===== config.mk =====
export PLATFORM = sky130hd
export DESIGN_NAME = cabs_ctrl
export DESIGN_NICKNAME = d
export VERILOG_FILES = /design/src/hdl/cabs_pkg.sv /design/src/hdl/cabs_ctrl.sv
export SDC_FILE = /design/constraint.sdc
export NUM_CORES = 1
export LEC_CHECK = 0
export ABC_AREA = 0
export BUFFER_PORTS_ARGS = -buffer_cell sky130_fd_sc_hd__buf_2
export CORE_MARGIN = 10
export CORE_UTILIZATION = 30
export DETAILED_ROUTE_END_ITERATION = 6
export GPL_TIMING_DRIVEN = 0
export PLACE_DENSITY = 0.47
export SYNTH_ARGS = -nofsm -noshare
export SYNTH_HDL_FRONTEND = slang
export SYNTH_SLANG_ARGS = --single-unit

===== constraint.sdc =====
create_clock -name clock -period 3.2 [get_ports clock]
set_clock_uncertainty 0.2 [all_clocks]
set_input_delay 0.64 -clock clock [delete_from_list [all_inputs] [get_ports clock]]
set_output_delay 0.64 -clock clock [all_outputs]
set_load 0.02 [all_outputs]

===== src/hdl/cabs_pkg.sv =====
// ----------------------------------------------------------------------------
// cabs_pkg: shared definitions for the class aware box suppression block
// Holds the default parameter values, field widths, the controller states,
// the datapath operation codes and the command and status structs.
// ----------------------------------------------------------------------------
package cabs_pkg;

   localparam int MAX_DETS_DEF   = 64;
   localparam int COORD_BITS_DEF = 16;
   localparam int SCORE_BITS_DEF = 16;
   localparam int CLASS_BITS     = 8;
   localparam int BATCH_BITS     = 4;
   localparam int THR_BITS       = 16;

   localparam logic [THR_BITS-1:0] THR_RESET = 16'd29491;

   typedef enum logic [3:0] {
      ST_IDLE,
      ST_SORT_PIV,
      ST_SORT_CMP,
      ST_SORT_WAIT,
      ST_SUP_INIT,
      ST_SUP_PIV,
      ST_SUP_CMP,
      ST_SUP_DRAIN,
      ST_EMIT_SCAN,
      ST_EMIT_WAIT,
      ST_EMIT_NONE,
      ST_CLEAR
   } state_type;

   typedef enum logic [2:0] {
      OP_SORT_PIV,
      OP_SORT_CMP,
      OP_SUP_PIV,
      OP_SUP_CMP,
      OP_EMIT
   } op_type;

   typedef struct packed {
      logic   load_en;
      logic   issue;
      op_type op;
      logic   order_write;
      logic   keep_init;
      logic   emit_none;
      logic   set_clear;
   } cmd_type;

   typedef struct packed {
      logic busy;
      logic keep_bit;
      logic out_free;
      logic none_kept;
      logic last_seen;
   } status_type;

endpackage


===== src/hdl/cabs_ctrl.sv =====
// ----------------------------------------------------------------------------
// cabs_ctrl: sequencer of the box suppression block
// Steps through loading, rank sort, pairwise suppression and emission, and
// drives the datapath with one command per cycle outside its wait states.
// ----------------------------------------------------------------------------
module cabs_ctrl #(
   parameter int MAX_DETS = cabs_pkg::MAX_DETS_DEF,
   localparam int IW = $clog2(MAX_DETS),
   localparam int CW = $clog2(MAX_DETS + 1)
) (
   input  logic                 clock,
   input  logic                 reset,
   input  cabs_pkg::status_type status,
   input  logic [CW-1:0]        n,
   output cabs_pkg::cmd_type    cmd,
   output logic [IW-1:0]        idx
);

   cabs_pkg::state_type state_ff, state_in;
   logic [CW-1:0] i_ff, i_in, j_ff, j_in;
   logic [CW-1:0] n_m1;

   assign n_m1 = n - CW'(1);

   always_ff @(posedge clock) begin
      if (reset) begin
         state_ff <= cabs_pkg::ST_IDLE;
         i_ff     <= '0;
         j_ff     <= '0;
      end else begin
         state_ff <= state_in;
         i_ff     <= i_in;
         j_ff     <= j_in;
      end
   end

   always_comb begin
      state_in = state_ff;
      i_in     = i_ff;
      j_in     = j_ff;
      cmd      = '{load_en: 1'b0, issue: 1'b0, op: cabs_pkg::OP_SORT_PIV,
                   order_write: 1'b0, keep_init: 1'b0, emit_none: 1'b0,
                   set_clear: 1'b0};
      idx      = i_ff[IW-1:0];
      case (state_ff)
         cabs_pkg::ST_IDLE: begin
            cmd.load_en = 1'b1;
            if (status.last_seen) begin
               i_in     = '0;
               state_in = cabs_pkg::ST_SORT_PIV;
            end
         end
         cabs_pkg::ST_SORT_PIV: begin
            if (i_ff == n) begin
               i_in     = '0;
               state_in = cabs_pkg::ST_SUP_INIT;
            end else begin
               cmd.issue = 1'b1;
               cmd.op    = cabs_pkg::OP_SORT_PIV;
               j_in      = '0;
               state_in  = cabs_pkg::ST_SORT_CMP;
            end
         end
         cabs_pkg::ST_SORT_CMP: begin
            cmd.issue = 1'b1;
            cmd.op    = cabs_pkg::OP_SORT_CMP;
            idx       = j_ff[IW-1:0];
            j_in      = j_ff + CW'(1);
            if (j_ff == n_m1) begin
               state_in = cabs_pkg::ST_SORT_WAIT;
            end
         end
         cabs_pkg::ST_SORT_WAIT: begin
            if (!status.busy) begin
               cmd.order_write = 1'b1;
               i_in            = i_ff + CW'(1);
               state_in        = cabs_pkg::ST_SORT_PIV;
            end
         end
         cabs_pkg::ST_SUP_INIT: begin
            cmd.keep_init = 1'b1;
            i_in          = '0;
            state_in      = cabs_pkg::ST_SUP_PIV;
         end
         cabs_pkg::ST_SUP_PIV: begin
            if (i_ff == n) begin
               i_in     = '0;
               state_in = status.none_kept ? cabs_pkg::ST_EMIT_NONE
                                           : cabs_pkg::ST_EMIT_SCAN;
            end else if (status.keep_bit && (i_ff != n_m1)) begin
               cmd.issue = 1'b1;
               cmd.op    = cabs_pkg::OP_SUP_PIV;
               j_in      = i_ff + CW'(1);
               state_in  = cabs_pkg::ST_SUP_CMP;
            end else begin
               i_in = i_ff + CW'(1);
            end
         end
         cabs_pkg::ST_SUP_CMP: begin
            cmd.issue = 1'b1;
            cmd.op    = cabs_pkg::OP_SUP_CMP;
            idx       = j_ff[IW-1:0];
            j_in      = j_ff + CW'(1);
            if (j_ff == n_m1) begin
               state_in = cabs_pkg::ST_SUP_DRAIN;
            end
         end
         cabs_pkg::ST_SUP_DRAIN: begin
            if (!status.busy) begin
               i_in     = i_ff + CW'(1);
               state_in = cabs_pkg::ST_SUP_PIV;
            end
         end
         cabs_pkg::ST_EMIT_SCAN: begin
            if (i_ff == n) begin
               state_in = cabs_pkg::ST_CLEAR;
            end else if (status.keep_bit) begin
               if (status.out_free) begin
                  cmd.issue = 1'b1;
                  cmd.op    = cabs_pkg::OP_EMIT;
                  state_in  = cabs_pkg::ST_EMIT_WAIT;
               end
            end else begin
               i_in = i_ff + CW'(1);
            end
         end
         cabs_pkg::ST_EMIT_WAIT: begin
            if (!status.busy) begin
               i_in     = i_ff + CW'(1);
               state_in = cabs_pkg::ST_EMIT_SCAN;
            end
         end
         cabs_pkg::ST_EMIT_NONE: begin
            if (status.out_free) begin
               cmd.emit_none = 1'b1;
               state_in      = cabs_pkg::ST_CLEAR;
            end
         end
         cabs_pkg::ST_CLEAR: begin
            cmd.set_clear = 1'b1;
            state_in      = cabs_pkg::ST_IDLE;
         end
         default: begin
            state_in = cabs_pkg::ST_IDLE;
         end
      endcase
   end

endmodule


* Yosys cells after proc, flatten, opt, wreduce, memory -nomap -nowiden
Index checks and enable logic that the tools add are counted.
W data, S select, Z words.
** Storage, ports and cells
- Register bits after elaboration :: 18
- Bits of input ports :: 14
- Output and inout bits :: 15
- Logic and storage cells :: 89
** Operators by class
- $add $sub $neg :: 3
- Equality and inequality tests :: 32
- Mux-type cells :: 42
- Reductions and logical operators :: 9
** Operator list (count)
- $mux W4 :: 18
- $mux W7 :: 10
- $pmux W4 S11 :: 1
- $pmux W7 S6 :: 1
- $ne A2 B2 Y1 const B :: 14
- $pmux W7 S3 :: 1
- $pmux W4 S5 :: 1
- $eq A4 B3 Y1 const B :: 4
- $eq A4 B4 Y1 const B :: 4
- $add A7 B1 Y7 const B :: 2
- $eq A7 B7 Y1 :: 2
- $ne A3 B3 Y1 const B :: 4
- $reduce_and A10 Y1 :: 1
- $eq A4 B2 Y1 const B :: 2
- $mux W1 :: 7
- $ne A7 B7 Y1 :: 1
- $reduce_and A7 Y1 :: 1
- $sub A7 B1 Y7 const B :: 1
- $mux W6 :: 1
- $reduce_bool A6 Y1 :: 1
- $eq A4 B1 Y1 const B :: 1
- $logic_not A4 Y1 :: 1
- $reduce_and A4 Y1 :: 1
- $mux W3 :: 1
- other kinds (5) :: 5

* Depth between registers and ports, before layout
- Word-level depth :: 6
- Mapped depth :: 10
- Depth with buffers taken out :: 8

* Worst setup path after synthesis
Ideal clock, no wire load.
- Path type :: input-to-output
- From :: in n[0]
- To :: out cmd[7] (netlist name)
- Arrival time :: 2343 ps
- Required time :: 2360 ps
- Path slack :: 17 ps
- Stages :: 8
- Buffers on the path :: 1
- Cell sequence :: buf_6 inv_1 ha_1 nor3b_1 or3_1 a41o_1 a211o_1 a211o_1
** RTL lines
- start: declaration :: RTL line cabs_ctrl.sv:14 : input logic [CW-1:0] n,
- end: declaration :: RTL line cabs_ctrl.sv:15 : output cabs_pkg::cmd_type cmd,

==> run_summary.xml <==
<?xml version="1.0" encoding="UTF-8"?>
<metrics>
  <group name="outcome">
    <metric name="violations" unit="">setup timing</metric>
    <metric name="outcome" unit="">finished, violations left</metric>
  </group>
  <group name="worst_setup_path">
    <metric name="critical_path_peak_fanout" unit="">5</metric>
    <metric name="cp-end-kind" unit="">output pin</metric>
    <metric name="worst_ep_required_time" unit="ns">2.36</metric>
    <metric name="worst_ep_arrival_time" unit="ns">2.45</metric>
    <metric name="worst_setup_path_start_kind" unit="">primary input</metric>
    <metric name="crit_type" unit="">primary input to output pin</metric>
  </group>
  <group name="power_and_ir_drop">
    <metric name="power_density" unit="nW/µm²">442</metric>
    <metric name="worst_ir_drop_vdd" unit="V">0.000288</metric>
    <metric name="total_power" unit="µW">1070</metric>
    <metric name="p_leak" unit="µW">0.000956</metric>
  </group>
  <group name="placed_design">
    <metric name="place_inst" unit="">370</metric>
    <metric name="postPlaceCellArea" unit="µm²">2250</metric>
    <metric name="port-buffer-count" unit="">23</metric>
    <metric name="gp_congestion" unit="">0.837</metric>
    <metric name="dpl.hpwl" unit="mm">5.09</metric>
  </group>
  <group name="synthesis">
    <metric name="netlist.top_cell.by_area" unit="">dfxtp_1</metric>
    <metric name="synthDominantCellAreaShare" unit="%">17.7</metric>
    <metric name="postSynth.asyncResetShare" unit="%">0</metric>
    <metric name="post_synth_num_cell_types" unit="">63</metric>
    <metric name="synth_area_per_cell" unit="µm²">7.55</metric>
    <metric name="synth_top_flop_cell" unit="">dfxtp_1</metric>
    <metric name="most_instantiated_library_cell_after_synthesis" unit="">nand2_1</metric>
    <metric name="synth_area" unit="µm²">2040</metric>
    <metric name="mappedNetlistNets" unit="">287</metric>
    <metric name="synthesis_warnings" unit="">0</metric>
    <metric name="synth-edff-count" unit="">0</metric>
    <metric name="synth_cells" unit="">270</metric>
    <metric name="synth.ff_latch_count" unit="">18</metric>
    <metric name="post_synth_most_frequent_cells" unit="">nand2_1 (34), dfxtp_1 (18), xor2_1 (16)</metric>
    <metric name="top_cells_by_area_synth" unit="">dfxtp_1 (18%), xor2_1 (6.9%), nand2_1 (6.3%)</metric>
    <metric name="sequential_area_share_after_synthesis" unit="%">17.7</metric>
  </group>
  <group name="die">
    <metric name="x_dimension_of_the_die" unit="µm">102</metric>
    <metric name="row_count" unit="">29</metric>
    <metric name="floorplan.initialDensity" unit="%">31.6</metric>
    <metric name="placeableCoreArea" unit="µm²">6460</metric>
    <metric name="io_pins" unit="">29</metric>
    <metric name="die_area" unit="µm²">10500</metric>
    <metric name="chipHeight" unit="µm">102</metric>
  </group>
  <group name="sta">
    <metric name="finalWorstSetupSlack" unit="ns">-0.0905</metric>
    <metric name="worst_pin_slew" unit="ns">0.586</metric>
    <metric name="post-route-period-util" unit="%">103</metric>
    <metric name="total_count_of_max_transition_violations_in_the_final_report" unit="">0</metric>
    <metric name="finalCriticalPeriod" unit="ns">3.29</metric>
    <metric name="timing.fmax" unit="MHz">304</metric>
    <metric name="timing.final.hold_violations" unit="">0</metric>
    <metric name="grt_setup_unrepaired" unit="">yes</metric>
    <metric name="final_report_setup_violation_count" unit="">1</metric>
    <metric name="timing.setup.tns" unit="ns">-0.0905</metric>
    <metric name="slew-limit-headroom" unit="%">60.9</metric>
  </group>
  <group name="cts">
    <metric name="tritoncts_clock_tree" unit="">yes</metric>
    <metric name="cts_max_level" unit="">1</metric>
    <metric name="cts.root.buffer_cell" unit="">clkbuf_8</metric>
    <metric name="clock_latency" unit="ns">0.26</metric>
    <metric name="numCtsBuffers" unit="">3</metric>
    <metric name="clockBufferDepth" unit="">2</metric>
    <metric name="clk_pin_slew_worst_paths" unit="ns">0.07</metric>
    <metric name="cts_num_sinks" unit="">18</metric>
  </group>
  <group name="final_layout">
    <metric name="finish.instance_area" unit="µm²">2420</metric>
    <metric name="num-fill-cells" unit="">698</metric>
    <metric name="antenna-diode-count" unit="">0</metric>
    <metric name="post_route_cells_drive_above_1_share" unit="%">21.1</metric>
    <metric name="final-seq-area" unit="µm²">360</metric>
    <metric name="nNetsFinal" unit="">321</metric>
    <metric name="final-instance-count-excl-fill" unit="">380</metric>
    <metric name="area_growth_syn_to_layout" unit="%">18.8</metric>
    <metric name="multi_input_comb_area" unit="µm²">1550</metric>
  </group>
  <group name="grt">
    <metric name="overflow" unit="">0</metric>
    <metric name="grt_max_degree" unit="">11</metric>
    <metric name="number_of_global_route_vias_before_repair" unit="">2149</metric>
    <metric name="first_pass_grt_wire_length" unit="mm">11.0</metric>
    <metric name="antenna_found_initial" unit="">0</metric>
    <metric name="global_route.usage.total" unit="%">12.9</metric>
  </group>
  <group name="route">
    <metric name="avgRoutedWirePerCell" unit="µm">17.5</metric>
    <metric name="drtAntennaViolNets" unit="">0</metric>
    <metric name="detail_route.iter0.violations" unit="">79</metric>
    <metric name="drt_pass_1_iters" unit="">4</metric>
    <metric name="route.detailed.drc" unit="">0</metric>
    <metric name="post_drt_via_cell_ratio" unit="">5.76</metric>
    <metric name="detail_route.wirelength" unit="mm">6.66</metric>
    <metric name="vias_post_dr" unit="">2189</metric>
  </group>
  <group name="worst_hold_path">
    <metric name="hp-class" unit="">flop to flop</metric>
  </group>
  <group name="job">
    <metric name="max_cap_viol_count" unit="">0</metric>
  </group>
</metrics>
==> layout by cell type, fill, tap and decap left out, drive strengths merged, types with 2 or more instances in the layout <==
cell and count:
a211oi 3, nand4 7, and2 2, nand3 13, dfxtp 18, xor2 16, nor2 12, nand2 34
nor4 3, a22oi 5, o32ai 6, nor2b 8, and3 7, a31oi 3, o21ai 10, o22ai 4
ha 3, a21oi 12, a2bb2oi 2, a32oi 3, o31ai 3, inv 14, o221a 4, nand2b 3
buf 39, clkbuf 14, mux2i 3, xnor2 8, a211o 2, or4b 2, o22a 2, mux2 5
o311a 2, nor3 13
==> worst max-delay path, stage by stage <==
cell     delay, ns
buf_12        0.11
inv_4         0.05
ha_4          0.15
or3b_4        0.41
nor3_4        0.15
nand3_2       0.14
a211o_1       0.38
a211o_1       0.28
buf_6         0.13
==> metrics by stage <==
step	utilization, %	hold slack (ns)	setup slack, ns
6_report	37.5	0.326	-0.0905
5_1_grt	37.5	0.354	-0.158
4_1_cts	37.0	0.332	-0.120
3_3_place_gp	34.8	0.315	-0.271
2_1_floorplan	-	0.274	0.0167
3_5_place_dp	34.8	0.321	-0.275
==> per-layer routing <==
metal / wire length [µm] / track usage [%]
met5: 0 / 0
met4: 45 / 2.71
met3: 402 / 2.36
met2: 3120 / 21.1
met1: 3090 / 17.1
==> layout make-up <==
cell class	instances	share of cell area, %
inverter	14	2.38
clock buffer	4	2.27
timing repair buffer	30	7.91
multi-input combinational	218	63.8
sequential	18	14.9
tap	77	3.98
buffer	19	4.75
==> sequential cells by signal, indices dropped and copies added (netlist names) <==
register and cells:
j_ff 7, state_ff 4, i_ff 7
==> path summary, 6_finish.rpt <==
path / startpoint / end / slack (ns) / depth (start not counted)
max: n[1] / cmd[7] / -0.09 / 9
min: j_ff[6]$_SDFFE_PP0P_ / j_ff[6]$_SDFFE_PP0P_ / 0.33 / 2
max reg2reg: i_ff[0]$_SDFFE_PP0P_ / state_ff[1]$_SDFFE_PP0P_ / 0.46 / 7
min reg2reg: j_ff[6]$_SDFFE_PP0P_ / j_ff[6]$_SDFFE_PP0P_ / 0.33 / 2
==> report_power, final <==
group | switching (µW) | leakage [µW] | internal, µW | total, µW
registers | 18.8 | 0.000146 | 239 | 257
logic | 376 | 0.000782 | 242 | 617
clock network | 86.8 | 0.0000288 | 110 | 196
==> what timing repair did <==
item,CTS,global route
resized for setup,16,3
gates cloned,0,0
endpoints found under the setup margin,9,9
hold buffers,0,0
pin swaps,8,5
setup buffers,4,3
==> cell families after synthesis <==
family / share of synthesized area (%)
buffers and inverters: 8.16
AO/OA/AOI/OAI: 26.8
XOR/XNOR: 10.3
AND/OR/NAND/NOR: 30.9
adder cells (fa/ha/maj): 1.84
flip-flops: 17.7
multiplexers: 4.24
(Power assumes the default switching activity.)
